<file path="config.mk">
export PLATFORM = sky130hd
export DESIGN_NAME = plcs_cfg_regs
export DESIGN_NICKNAME = d
export VERILOG_FILES = /design/src/sv/plcs_pkg.sv /design/src/sv/plcs_cfg_regs.sv
export SDC_FILE = /design/constraint.sdc
export NUM_CORES = 1
export LEC_CHECK = 0
export BUFFER_PORTS_ARGS = -buffer_cell sky130_fd_sc_hd__buf_2
export CORE_MARGIN = 2
export CORE_UTILIZATION = 40
export CTS_BUF_LIST = sky130_fd_sc_hd__clkbuf_4 sky130_fd_sc_hd__clkbuf_8 sky130_fd_sc_hd__clkbuf_16
export DETAILED_ROUTE_END_ITERATION = 10
export PLACE_DENSITY_LB_ADDON = 0.3
export SLEW_MARGIN = 20
export SYNTH_ARGS = -nofsm -noshare
export SYNTH_HDL_FRONTEND = slang
export SYNTH_SLANG_ARGS = --single-unit
</file>
<file path="constraint.sdc">
create_clock -name aclk -period 1.3 [get_ports aclk]
set_input_delay 0.065 -clock aclk [delete_from_list [all_inputs] [get_ports aclk]]
set_output_delay 0.065 -clock aclk [all_outputs]
set_load 0.05 [all_outputs]
</file>
<file path="src/sv/plcs_pkg.sv">
// Shared types and constants of the position loop speed command block.
// Used by the register bank, controller, datapath and top level.
// No dependencies.
package plcs_pkg;

    localparam int CFG_INDEX_W = 3;
    localparam int CFG_DATA_W  = 32;

    // Register indexes of the configuration port
    localparam logic [CFG_INDEX_W-1:0] REG_TURN_SCALE     = 3'd0;
    localparam logic [CFG_INDEX_W-1:0] REG_START_POSITION = 3'd1;
    localparam logic [CFG_INDEX_W-1:0] REG_POSITION_GAIN  = 3'd2;
    localparam logic [CFG_INDEX_W-1:0] REG_DEADZONE_ENTER = 3'd3;
    localparam logic [CFG_INDEX_W-1:0] REG_DEADZONE_EXIT  = 3'd4;
    localparam logic [CFG_INDEX_W-1:0] REG_HW_SPEED_MAX   = 3'd5;
    localparam logic [CFG_INDEX_W-1:0] REG_STEP_LIMIT     = 3'd6;

    // Register reset values
    localparam logic [31:0] TURN_SCALE_RST     = 32'd1048576;
    localparam logic [31:0] START_POSITION_RST = 32'd0;
    localparam logic [15:0] POSITION_GAIN_RST  = 16'd2099;
    localparam logic [30:0] DEADZONE_ENTER_RST = 31'd26214;
    localparam logic [30:0] DEADZONE_EXIT_RST  = 31'd52429;
    localparam logic [30:0] HW_SPEED_MAX_RST   = 31'd13107200;
    localparam logic [30:0] STEP_LIMIT_RST     = 31'd786432;

    // Gain is Q8.8
    localparam int GAIN_FRAC_BITS = 8;

    typedef struct packed {
        logic        [31:0] turn_scale;
        logic signed [31:0] start_position;
        logic        [15:0] position_gain;
        logic        [30:0] deadzone_enter;
        logic        [30:0] deadzone_exit;
        logic        [30:0] hw_speed_max;
        logic        [30:0] step_limit;
    } cfg_t;

    // Operand selection of the shared multiplier
    typedef enum logic {
        MUL_SCALE,
        MUL_GAIN
    } mul_sel_t;

    typedef struct packed {
        logic     load_in;   // capture an accepted item
        logic     mul_en;    // register a product
        mul_sel_t mul_sel;
        logic     meas_en;   // scale and offset the position
        logic     err_en;    // take the error, update hysteresis
        logic     limit_en;  // gain product, saturate, clamp
        logic     slew_en;   // slew step and output load
    } cmd_t;

endpackage

</file>
<file path="src/sv/plcs_cfg_regs.sv">
// Configuration register bank of the position loop speed command block.
// Depends on plcs_pkg.
module plcs_cfg_regs (
    input  logic                               aclk,
    input  logic                               aresetn,
    input  logic                               cfg_wr_en,
    input  logic [plcs_pkg::CFG_INDEX_W-1:0]   cfg_index,
    input  logic [plcs_pkg::CFG_DATA_W-1:0]    cfg_wdata,
    output plcs_pkg::cfg_t                     cfg
);
    import plcs_pkg::*;

    cfg_t cfg_reg;

    always_ff @(posedge aclk) begin
        if (!aresetn) begin
            cfg_reg.turn_scale     <= TURN_SCALE_RST;
            cfg_reg.start_position <= START_POSITION_RST;
            cfg_reg.position_gain  <= POSITION_GAIN_RST;
            cfg_reg.deadzone_enter <= DEADZONE_ENTER_RST;
            cfg_reg.deadzone_exit  <= DEADZONE_EXIT_RST;
            cfg_reg.hw_speed_max   <= HW_SPEED_MAX_RST;
            cfg_reg.step_limit     <= STEP_LIMIT_RST;
        end else if (cfg_wr_en) begin
            unique case (cfg_index)
                REG_TURN_SCALE:     cfg_reg.turn_scale     <= cfg_wdata;
                REG_START_POSITION: cfg_reg.start_position <= cfg_wdata;
                REG_POSITION_GAIN:  cfg_reg.position_gain  <= cfg_wdata[15:0];
                REG_DEADZONE_ENTER: cfg_reg.deadzone_enter <= cfg_wdata[30:0];
                REG_DEADZONE_EXIT:  cfg_reg.deadzone_exit  <= cfg_wdata[30:0];
                REG_HW_SPEED_MAX:   cfg_reg.hw_speed_max   <= cfg_wdata[30:0];
                REG_STEP_LIMIT:     cfg_reg.step_limit     <= cfg_wdata[30:0];
                default: ;  // drop writes to unused indexes
            endcase
        end
    end

    assign cfg = cfg_reg;

endmodule

</file>
Yosys cells after proc, flatten, opt, wreduce, memory -nomap -nowiden
Index checks and enable logic that the tools add are counted.
{"block": "word_totals", "register_bits": 204, "out_inout_bits": 204}
{"block": "classes", "reduce_logical": 8, "n_eq_ne": 6}
{"op": "$reduce_and 2->1", "n": 7}
{"op": "$eq 3x3->1 const B", "n": 3}
{"op": "$eq 3x2->1 const B", "n": 2}
{"op": "$eq 3x1->1 const B", "n": 1}
{"op": "$logic_not 3->1", "n": 1}

Logic depth before layout (Yosys ltp)
{"block": "depth", "word_depth": 2, "ltp_mapped": 5, "depth_no_buf": 2}

Worst setup path before layout
No wires, ideal clock.
{"block": "synth_path", "kind": "input to register", "from": "input cfg_index[0] (netlist bit)", "to": "register cfg_reg, in the netlist cfg[180]", "arrival_time_ns": 1.002, "stages": 4, "setup_time_ns": 0.072, "path_slack_ns": 0.226, "required_ns": 1.228, "cell_sequence": "buf_6 > nor4b_4 > buf_6 > mux2i_1"}
{"block": "synth_via", "elab_chain_len": 2}
{"item": "start: declaration", "line_no": "plcs_cfg_regs.sv:7", "source": "input logic [plcs_pkg::CFG_INDEX_W-1:0] cfg_index,"}
{"item": "$logic_not 3->1", "line_no": "plcs_cfg_regs.sv:25", "source": "unique case (cfg_index)"}
{"item": "$reduce_and 2->1 (no source line)"}
{"item": "end: declaration", "line_no": "plcs_cfg_regs.sv:13", "source": "cfg_t cfg_reg;"}
Every way passes these cells.
A chain may end at the register's enable or synchronous reset.

Worst setup path after layout
{"block": "layout_path", "from": "register cfg_reg, in the netlist cfg[166]", "to": "output cfg[166] (netlist bit)"}
{"item": "end: declaration", "line_no": "plcs_cfg_regs.sv:9", "source": "output plcs_pkg::cfg_t cfg"}
No word-level cell between the ends.

==> impl_results.md <==
* Final Cycle Share at between 90% and 100%
* FF+latch area at 4080 um2
* Mapped Cells at 729
* FF-to-FF setup slack at 670 ps
* Post-DR wirelength/cell at about 17 um
* Main area contributors after synthesis: dfxtp_1 (53%), mux2i_1 (27%), nand2_1 (10%)
* HP Start: cfg_wdata[27]
* Filler cell count at 1659
* Core footprint at 18800 um2
* PortBufs at 241
* H-tree Lvls at 1
* Fin. max-slew vios at 0
* Final wirelength at around 21 mm
* Launch point of the worst path: cfg[166]$_SDFFE_PN0P_
* Hold-fix buffers, CTS at 30
* GP Congestion at 0.811
* Largest area contributor in the netlist: dfxtp_1
* Worst path bufs/invs at 1
* GRT Overall Usage at 19.6%
* Layout cells sized above 1 at 30.8%
* Congestion Overflow GR at 0
* Seq cells post-synth at 204
* CTS tree: done
* Worst hold path type: in2reg
* Critical Path AT at 1160 ps
* Worst skew pair latency at 490 ps
* Mapped Nets at 767
* P&R area growth vs syn at 33.8%
* Post-synthesis cell type count at 15
* Post-synthesis sequential area ratio at 53.4%
* Critical Path Fanout Max at 2
* Worst-Margin Slew at ~400 ps
* Clk buf depth at 3
* Pre-Repair DR Iteration Count at 6
* Max incr delay on CP at 370 ps
* Crit start category: register
* WP data required at 1240 ps
* Worst Setup End Kind: output pin
* Clock-pin transition on the worst setup and hold timing paths at 60 ps
* DR iter-0 viols at between 150 and 200
* Row count at 50
* Area of the die at slightly above 20000 um2
* Remaining antenna violation count at 0
* Residual DRC at 0
* Setup_tns at 0 ps
* Resize count post-CTS at 0
* Pwr/cell area at 1370 nW/um2
* Leakage Power at 0.00519 uW
* Max Clock Skew at 0 ps
* Min Tclk post-route at 1220 ps
* Area of the multi-input gates at 3260 um2
* Max cap viols at 0
* Outcome: complete, no violations
* Warnings, synthesis at 0
* Nets at 1037
* Avg Synthesized Cell Area at 10.5 um2
* Initial antenna violation count at 0
* Clk root buf: clkbuf_16
* Largest net degree at the start of global routing at 47
* Vias in the first global route at ~5800
* ANT cells at 0
* Synthesized area at 7650 um2
* Post-Route Utilization at between 50% and 60%
* Setup CP Type: reg2out
* First-pass GRT wire length at 31.4 mm
* R2r startpoint: cfg[125]$_SDFFE_PN1P_
* Slew Limit Headroom at 73.0%
* Number of flip-flops in the largest register at 204
* Post-CTS Setup Inserts at 0
* CP delay by family, top: flip-flops
* HPWL Detailed at 14.2 mm
* CP Cell Sequence: buf_2
* DR vias at between 5000 and 6000
* Final setup violation count at 0
* Die height at 142 um
* Ports at between 200 and 250
* Final Hold Viols at 0
* Worst path slowest cell: dfxtp_1
* Vias per cell at 4.78
* Maximum VDD drop at 1090 uV
* RSZ-0062 raised after global routing: false
* Clk sinks at about 200
* Fmax at 820 MHz
* Initial Util at between 40 and 50%
* CTS buffer count at 23
* Synth top area share at 53.4%
* DIE WIDTH at 142 um
==> per-layer routing <==
metal / GRT usage, % / vias to the layer above / routed length (um)
li1: - / 2943 / -
met1: 26.0 / 2796 / 9680
met2: 31.0 / 189 / 8950
met3: 5.75 / 35 / 1490
met4: 5.63 / 0 / 496
met5: 0 / - / 0
==> cell usage after synthesis <==
master / instances
buf_1: 2
clkbuf_1: 18
nand4bb_1: 2
nand2_1: 208
nand4b_1: 3
nor2b_1: 47
mux2i_1: 204
buf_6: 8
nor4b_4: 1
and4b_1: 2
buf_4: 9
buf_2: 18
nor4bb_1: 1
and4bb_1: 2
dfxtp_1: 204
==> worst reg2reg max path, stage by stage, from the launching register on <==
cell and delay, ps:
dfxtp_1 350, nor2b_1 50, mux2i_1 150
==> power by group <==
part | switching [uW] | internal (uW)
registers | 69.5 | 6390
logic | 986 | 445
clock network | 2470 | 3700
total | 3530 | 10500
==> kinds of logic after synthesis <==
logic type             after synthesis  synth area share [%]
buffers and inverters               55                  4.22
DFF                                204                  53.4
muxes                              204                  26.7
and+or+nand+nor                    266                  15.7
==> layout make-up <==
class / count / area share, %
tap: 234 / 2.86
clock buffer: 34 / 6.80
multi-input combinational: 470 / 31.9
timing repair buffer: 300 / 18.2
clock inverter: 5 / 0.342
sequential: 204 / 39.9
==> metrics by stage <==
stage               power [uW]  hold slack [ps]  area (um2)  instances  worst slack [ps]
floorplan                 7550              225        7650        729               226
global placement          7960              334        9210       1178               153
detailed placement        7960              352        9210       1178               107
CTS                      14200             4.25       10200       1247              54.7
global route             14500             43.4       10200       1247              18.4
finish                   14100             16.8       10200       1247              79.8
==> cell usage in the layout, fill, tap and decap left out <==
master         synthesis  routed
nand4bb_1              2       1
and4bb_1               2       1
clkbuf_8               0       6
clkinv_2               0       3
and4b_1                2       2
nand4b_1               3       3
nor4b_4                1       1
inv_6                  0       1
clkbuf_4               0       5
nand4bb_4              0       1
buf_12                 0      11
dlygate4sd3_1          0      30
buf_4                  9      18
dfxtp_1              204     204
nor2b_1               47      47
buf_2                 18     240
nand2_1              208     208
and4bb_2               0       1
clkbuf_16              0      23
nor4bb_1               1       1
inv_8                  0       1
mux2i_1              204     204
buf_6                  8       1
==> path summary, 6_finish.rpt <==
| check | to | cells past startpoint |
|---|---|---|
| max | cfg[166] | 1 |
| min | cfg[58]$_SDFFE_PN0P_ | 3 |
| max reg2reg | cfg[125]$_SDFFE_PN1P_ | 2 |
| min reg2reg | cfg[101]$_SDFFE_PN0P_ | 2 |
Power figures use the tool's default switching activity.
