`config.mk`:
```
export PLATFORM = sky130hd
export DESIGN_NAME = plcs_ctrl
export DESIGN_NICKNAME = d
export VERILOG_FILES = /design/src/sv/plcs_pkg.sv /design/src/sv/plcs_ctrl.sv
export SDC_FILE = /design/constraint.sdc
export NUM_CORES = 1
export LEC_CHECK = 0
export ABC_CLOCK_PERIOD_IN_PS = 2600
export BUFFER_PORTS_ARGS = -buffer_cell sky130_fd_sc_hd__buf_2
export CORE_AREA = 8 8 45 47
export DETAILED_ROUTE_END_ITERATION = 8
export DIE_AREA = 0 0 53 55
export GPL_TIMING_DRIVEN = 0
export PLACE_DENSITY_LB_ADDON = 0.15
export SLEW_MARGIN = 20
export SYNTH_ARGS = -nofsm -noshare
export SYNTH_HDL_FRONTEND = slang
export SYNTH_SLANG_ARGS = --single-unit
```
`constraint.sdc`:
```
create_clock -name aclk -period 2.6 [get_ports aclk]
set_clock_uncertainty 0.05 [all_clocks]
set_input_delay 0 -clock aclk [delete_from_list [all_inputs] [get_ports aclk]]
set_output_delay 0 -clock aclk [all_outputs]
set_load 0.03 [all_outputs]
```
`src/sv/plcs_pkg.sv`:
```
// Shared types and constants of the position loop speed command block.
// Used by the register bank, controller, datapath and top level.
// No dependencies.
package plcs_pkg;

    localparam int CFG_INDEX_W = 3;
    localparam int CFG_DATA_W  = 32;

    // Register indexes of the configuration port
    localparam logic [CFG_INDEX_W-1:0] REG_TURN_SCALE     = 3'd0;
    localparam logic [CFG_INDEX_W-1:0] REG_START_POSITION = 3'd1;
    localparam logic [CFG_INDEX_W-1:0] REG_POSITION_GAIN  = 3'd2;
    localparam logic [CFG_INDEX_W-1:0] REG_DEADZONE_ENTER = 3'd3;
    localparam logic [CFG_INDEX_W-1:0] REG_DEADZONE_EXIT  = 3'd4;
    localparam logic [CFG_INDEX_W-1:0] REG_HW_SPEED_MAX   = 3'd5;
    localparam logic [CFG_INDEX_W-1:0] REG_STEP_LIMIT     = 3'd6;

    // Register reset values
    localparam logic [31:0] TURN_SCALE_RST     = 32'd1048576;
    localparam logic [31:0] START_POSITION_RST = 32'd0;
    localparam logic [15:0] POSITION_GAIN_RST  = 16'd2099;
    localparam logic [30:0] DEADZONE_ENTER_RST = 31'd26214;
    localparam logic [30:0] DEADZONE_EXIT_RST  = 31'd52429;
    localparam logic [30:0] HW_SPEED_MAX_RST   = 31'd13107200;
    localparam logic [30:0] STEP_LIMIT_RST     = 31'd786432;

    // Gain is Q8.8
    localparam int GAIN_FRAC_BITS = 8;

    typedef struct packed {
        logic        [31:0] turn_scale;
        logic signed [31:0] start_position;
        logic        [15:0] position_gain;
        logic        [30:0] deadzone_enter;
        logic        [30:0] deadzone_exit;
        logic        [30:0] hw_speed_max;
        logic        [30:0] step_limit;
    } cfg_t;

    // Operand selection of the shared multiplier
    typedef enum logic {
        MUL_SCALE,
        MUL_GAIN
    } mul_sel_t;

    typedef struct packed {
        logic     load_in;   // capture an accepted item
        logic     mul_en;    // register a product
        mul_sel_t mul_sel;
        logic     meas_en;   // scale and offset the position
        logic     err_en;    // take the error, update hysteresis
        logic     limit_en;  // gain product, saturate, clamp
        logic     slew_en;   // slew step and output load
    } cmd_t;

endpackage

```
`src/sv/plcs_ctrl.sv`:
```
// Sequencing controller of the position loop speed command block.
// Steps the datapath through one item and owns the handshakes. Depends on plcs_pkg.
module plcs_ctrl (
    input  logic            aclk,
    input  logic            aresetn,
    input  logic            s_tvalid,
    output logic            s_tready,
    output logic            m_tvalid,
    input  logic            m_tready,
    output plcs_pkg::cmd_t  cmd
);
    import plcs_pkg::*;

    typedef enum logic [2:0] {
        ST_IDLE,
        ST_MUL_POS,
        ST_MEAS,
        ST_ERR,
        ST_MUL_GAIN,
        ST_LIMIT,
        ST_SLEW
    } state_t;

    state_t state_reg, state_next;
    logic   out_valid_reg, out_valid_next;
    logic   out_load;

    assign s_tready = (state_reg == ST_IDLE);
    assign m_tvalid = out_valid_reg;
    // hold the finished item until the output slot is free
    assign out_load = (state_reg == ST_SLEW) && (!out_valid_reg || m_tready);

    always_comb begin
        state_next = state_reg;
        unique case (state_reg)
            ST_IDLE:     if (s_tvalid) state_next = ST_MUL_POS;
            ST_MUL_POS:  state_next = ST_MEAS;
            ST_MEAS:     state_next = ST_ERR;
            ST_ERR:      state_next = ST_MUL_GAIN;
            ST_MUL_GAIN: state_next = ST_LIMIT;
            ST_LIMIT:    state_next = ST_SLEW;
            ST_SLEW:     if (out_load) state_next = ST_IDLE;
            default:     state_next = ST_IDLE;
        endcase

        out_valid_next = out_valid_reg;
        if (out_load) begin
            out_valid_next = 1'b1;
        end else if (m_tready) begin
            out_valid_next = 1'b0;
        end
    end

    always_comb begin
        cmd          = '0;
        cmd.load_in  = (state_reg == ST_IDLE) && s_tvalid;
        cmd.mul_en   = (state_reg == ST_MUL_POS) || (state_reg == ST_MUL_GAIN);
        cmd.mul_sel  = (state_reg == ST_MUL_GAIN) ? MUL_GAIN : MUL_SCALE;
        cmd.meas_en  = (state_reg == ST_MEAS);
        cmd.err_en   = (state_reg == ST_ERR);
        cmd.limit_en = (state_reg == ST_LIMIT);
        cmd.slew_en  = out_load;
    end

    always_ff @(posedge aclk) begin
        if (!aresetn) begin
            state_reg     <= ST_IDLE;
            out_valid_reg <= 1'b0;
        end else begin
            state_reg     <= state_next;
            out_valid_reg <= out_valid_next;
        end
    end

    a_accept_starts: assert property (@(posedge aclk) disable iff (!aresetn)
        (s_tvalid && s_tready) |=> (state_reg == ST_MUL_POS))
        else $error("accepted item did not start the sequence");

    a_valid_from_slew: assert property (@(posedge aclk) disable iff (!aresetn)
        $rose(out_valid_reg) |-> ($past(state_reg) == ST_SLEW))
        else $error("result presented without a slew step");

    a_stall_holds: assert property (@(posedge aclk) disable iff (!aresetn)
        (state_reg == ST_SLEW && out_valid_reg && !m_tready) |=> (state_reg == ST_SLEW))
        else $error("finished item overran a waiting result");

endmodule

```
== After elaboration in Yosys (flattened, before gate mapping) ==
Cells that the tools add are included.
Operators by class
  add/subtract/negate cells: 0
  multiply operators: 0
  divide/modulo/power cells: 0
  order comparisons: 0
  equality and inequality tests: 8
  shifts and indexed selects: 0
  multiplexer cells: 6
  bitwise operators: 0
  reduce and logical (&&, ||, !) cells: 8
Operator list (number)
  $pmux W3 S7: 1
  $eq A3 B3 Y1 const B: 3
  $eq A3 B2 Y1 const B: 2
  $mux W3: 2
  $ne A2 B2 Y1 const B: 2
  $eq A3 B1 Y1 const B: 1
  $logic_not A3 Y1: 1
  $mux W1: 3
  $logic_and A1 B1 Y1: 2
  $logic_or A1 B1 Y1: 2
  $reduce_and A2 Y1: 1
  $reduce_bool A2 Y1: 1
  $logic_not A1 Y1: 1
Word-level totals
  register bits after elaboration: 4
  latch bits: 0
  memory bits (writable): 0
  memory bits (read-only): 0
  input bits: 4
  output and inout port bits: 9
  memories: 0

== Depth between registers and ports, before layout ==
  depth after elaboration: 5
  mapped depth: 4

== Worst setup path after synthesis ==
OpenSTA, ideal clock, no wires.
  path kind: register to output
  start point: register state_reg[1]
  end point: output cmd[6] (netlist bit)
  arrival: 1.267 ns
  required time: 2.550 ns
  setup slack: 1.283 ns
  cell stages (with the launch flop): 4
  cells stage by stage: dfxtp_1 -> buf_6 -> nor3_2 -> and2_1
RTL lines
  start: declaration: line plcs_ctrl.sv:24  | state_t state_reg, state_next;
  start signal: assignment: line plcs_ctrl.sv:70  | state_reg <= state_next;
  end: declaration: line plcs_ctrl.sv:10  | output plcs_pkg::cmd_t cmd

== Final worst setup path ==
  start point: register state_reg[2]
  end point: output cmd[0] (netlist bit)
Between the ends
  cells in the longest elaborated chain, start to end: 2
RTL lines
  $eq A3 B3 Y1: line plcs_ctrl.sv:31  | assign out_load = (state_reg == ST_SLEW) && (!out_valid_reg || m_tready);
  $logic_and A1 B1 Y1: line plcs_ctrl.sv:31
No other way between the ends.

==> results.md <==
| Metric | Value | Unit |
| --- | --- | --- |
| Power share of the clock group | 0.362 | - |
| Switching power share of the total | 0.325 | - |
| Maximum operating frequency | 768 | MHz |
| Final setup slack of the worst path | 1.30 | ns |
| Buffer count from post-CTS setup fixing | 0 | - |
| Register bit total from synthesis | 4 | - |
| Cell row count | 14 | - |
| Status | complete, no violations | - |
| Category of the critical setup timing path | reg2out | - |
| Critical path endpoint category | output pin | - |
| Antenna Violating Nets Remaining | 0 | - |
| Via count | 264 | - |
| Relative area change from synthesis to final layout | 39.6 | % |
| Routed length per instance | 9.64 | µm |
| Critical path startpoint category | flip-flop | - |
| Worst Setup SP | state_reg[2] | - |
| Net switching power of the design | 69.0 | µW |
| Insertion delay to the later sink of the worst-skew pair | 0.24 | ns |
| Global placer's final weighted congestion | 0.630 | - |
| Num Clock Sinks | 4 | - |
| Wire length of the first global-routing pass | 986 | µm |
| Root buffer cell | sky130_fd_sc_hd__clkbuf_4 | - |
| Wire length on met3 | 65 | µm |
| HPWL after detailed placement | 489 | µm |
| Number of setup violations in the final report | 0 | - |
| CP max FO | 10 | - |
| Number of maximum-capacitance violations | 0 | - |
| Internal power | 143 | µW |
| DP Cell Count | 60 | - |
| Power density over the cells | 535 | nW/µm² |
| Top Metal Used | met4 | - |
| Global-route usage over all layers | 0.0476 | - |
| Total inserted antenna cells | 0 | - |
| Comb power frac | 0.319 | - |
| Count of routing violations after the opening detailed-route iteration | 1 | - |
| Post-Place Setup Slack | 1.54 | ns |
| Initial antenna violation count | 0 | - |
| Pleak | 0.000200 | µW |
| Post-route setup TNS | 0 | ns |
| Post-layout instance count excluding filler cells | 64 | - |
| Actual transition at the worst max-transition pin | 0.246 | ns |
| Signal arrival time at the worst endpoint | 1.25 | ns |
| DR pass1 iterations | 2 | - |
| Post-route DRC | 0 | - |
| Area of the die | 2920 | µm² |
| Synth Instances | 32 | - |
| Cts repair resizes | 0 | - |
| Hold wc startpoint | m_tready | - |
| Hold violation count in the final report | 0 | - |
| Placeable core region | 1380 | µm² |
| X dimension of the die | 53 | µm |
| Routed Wire Length | 617 | µm |
| Final period util | 0.501 | - |
| Required time reported for the critical path endpoint | 2.55 | ns |
| Initial Util | 0.205 | - |
| Reg2Reg Launch Point | state_reg[2] | - |
| Pin count of the biggest net entering global routing | 11 | - |
| Io pins | 13 | - |
| Max-slew headroom at the worst pin | 0.836 | - |
| Met2 routed WL | 279 | µm |
| PortBufs | 12 | - |
| Nets@finish | 54 | - |
| Sequential share of the synthesized area | 0.282 | - |
| Setup repair after global routing missed its margin | no | - |
| Chip Height | 55 | µm |
| Layout cell share with drive strength beyond 1 | 0.500 | - |
| Final number of max-transition violations | 0 | - |
| TritonCTS clock tree | done | - |
| Register share of total power | 0.319 | - |
| Final Core Density | 0.287 | - |
| Synthesized Nets | 36 | - |
| Fin Hold WS | 0.0146 | ns |
| Overflow left after global routing | 0 | - |
| Post-DR vias/cell | 4.13 | - |
| Post-synthesis cell type count | 19 | - |
| Class of the worst hold path | in2reg | - |
| Final period demand of the worst path | 1.30 | ns |
| Buffer levels on the longest clock path | 2 | - |
| Vias in the first global route | 239 | - |
| Max H-tree Level | 1 | - |
| TritonCTS buffer count | 3 | - |
| Number of flip-flops under the largest register name | 3 | - |
| Mean post-synth cell area | 8.88 | µm² |
| Yosys Warn Count | 0 | - |
| Peak supply drop | 0.265 | mV |
| Post-route met1 wirelength | 257 | µm |
| Synthesized area | 284 | µm² |
| Worst-path clk slew | 0.04 | ns |
## logic make-up (layout without fill, tap and decap cells)
family | Yosys count | in the layout | synth area share
AO/OA/AOI/OAI | 6 | 6 | 0.167
XOR/XNOR | 1 | 1 | 0.0308
AND/OR/NAND/NOR | 16 | 16 | 0.374
flip-flops | 4 | 4 | 0.282
buffers and inverters | 5 | 21 | 0.145
## worst paths after layout
| path | endpoint | slack (ns) | cells past startpoint |
|---|---|---|---|
| setup / recovery | cmd[0] | 1.30 | 5 |
| hold reg to reg | m_tvalid | 0.46 | 2 |
| setup reg to reg | state_reg[1] | 1.64 | 3 |
| hold / removal | m_tvalid | 0.01 | 3 |
## per-layer routing
layer | up-vias | global-route usage
met2 | 8 | 0.0723
met5 | - | 0
met3 | 2 | 0.0294
met4 | 0 | 0.0388
met1 | 115 | 0.0457
li1 | 139 | -
## metrics by stage
stage	power, µW	area, µm²
floorplan	121	284
global placement	137	364
detailed placement	137	364
CTS	217	397
global route	227	397
finish	212	397
## Yosys cell counts
| library cell | count | area, µm² |
|---|---|---|
| sky130_fd_sc_hd__dfxtp_1 | 4 | 80.1 |
| sky130_fd_sc_hd__nand3b_1 | 1 | 7.51 |
| sky130_fd_sc_hd__o211a_1 | 1 | 10.0 |
| sky130_fd_sc_hd__buf_6 | 2 | 22.5 |
| sky130_fd_sc_hd__buf_4 | 2 | 15.0 |
| sky130_fd_sc_hd__nor3_1 | 1 | 5.00 |
| sky130_fd_sc_hd__nand2_1 | 2 | 7.51 |
| sky130_fd_sc_hd__nor3b_2 | 1 | 12.5 |
| sky130_fd_sc_hd__and2_1 | 2 | 12.5 |
| sky130_fd_sc_hd__nor2b_1 | 1 | 6.26 |
| sky130_fd_sc_hd__nand2b_4 | 1 | 13.8 |
| sky130_fd_sc_hd__nand2b_1 | 1 | 6.26 |
| sky130_fd_sc_hd__xnor2_1 | 1 | 8.76 |
| sky130_fd_sc_hd__a21oi_1 | 3 | 15.0 |
| sky130_fd_sc_hd__inv_1 | 1 | 3.75 |
| sky130_fd_sc_hd__nor3_2 | 2 | 20.0 |
| sky130_fd_sc_hd__o21a_1 | 1 | 7.51 |
| sky130_fd_sc_hd__nor2_1 | 4 | 15.0 |
| sky130_fd_sc_hd__a2111oi_2 | 1 | 15.0 |
## worst max-delay path, cell delays in order (launching register included)
cell and delay [ns]:
sky130_fd_sc_hd__dfxtp_1 0.39, sky130_fd_sc_hd__buf_4 0.20, sky130_fd_sc_hd__nand2_1 0.06, sky130_fd_sc_hd__nor2_1 0.09, sky130_fd_sc_hd__buf_4 0.11, sky130_fd_sc_hd__buf_2 0.18
## area by class of cell
| cell class | count | area [µm²] |
|---|---|---|
| tap | 16 | 20.0 |
| inverter | 1 | 3.75 |
| buffer | 4 | 37.5 |
| fill | 164 | 987 |
| timing repair buffer | 13 | 70.1 |
| sequential | 4 | 80.1 |
| clock buffer | 3 | 22.5 |
| multi-input combinational | 23 | 163 |
## timing repair
action,in CTS,in global routing
endpoints found under the setup margin,0,0
hold buffers,1,0
hold endpoints to repair,1,0
## cell usage in the layout (no fill, tap or decap), drive strengths merged, types with 2 or more instances in the layout
cell / count
nand2: 2
nor3: 3
clkbuf: 3
dfxtp: 4
nor2: 4
a21oi: 3
buf: 16
and2: 2
nand2b: 2
## power groups by stage
stage	logic, µW	registers [µW]	clock network (µW)
4_1_cts	69.1	67.8	79.6
3_3_place_gp	67.9	68.8	0
3_5_place_dp	68.0	68.7	0
6_report	67.7	67.8	76.8
5_1_grt	73.1	68.2	85.5
2_1_floorplan	52.0	68.7	0
Note: power is estimated with default switching activity, not from simulation.
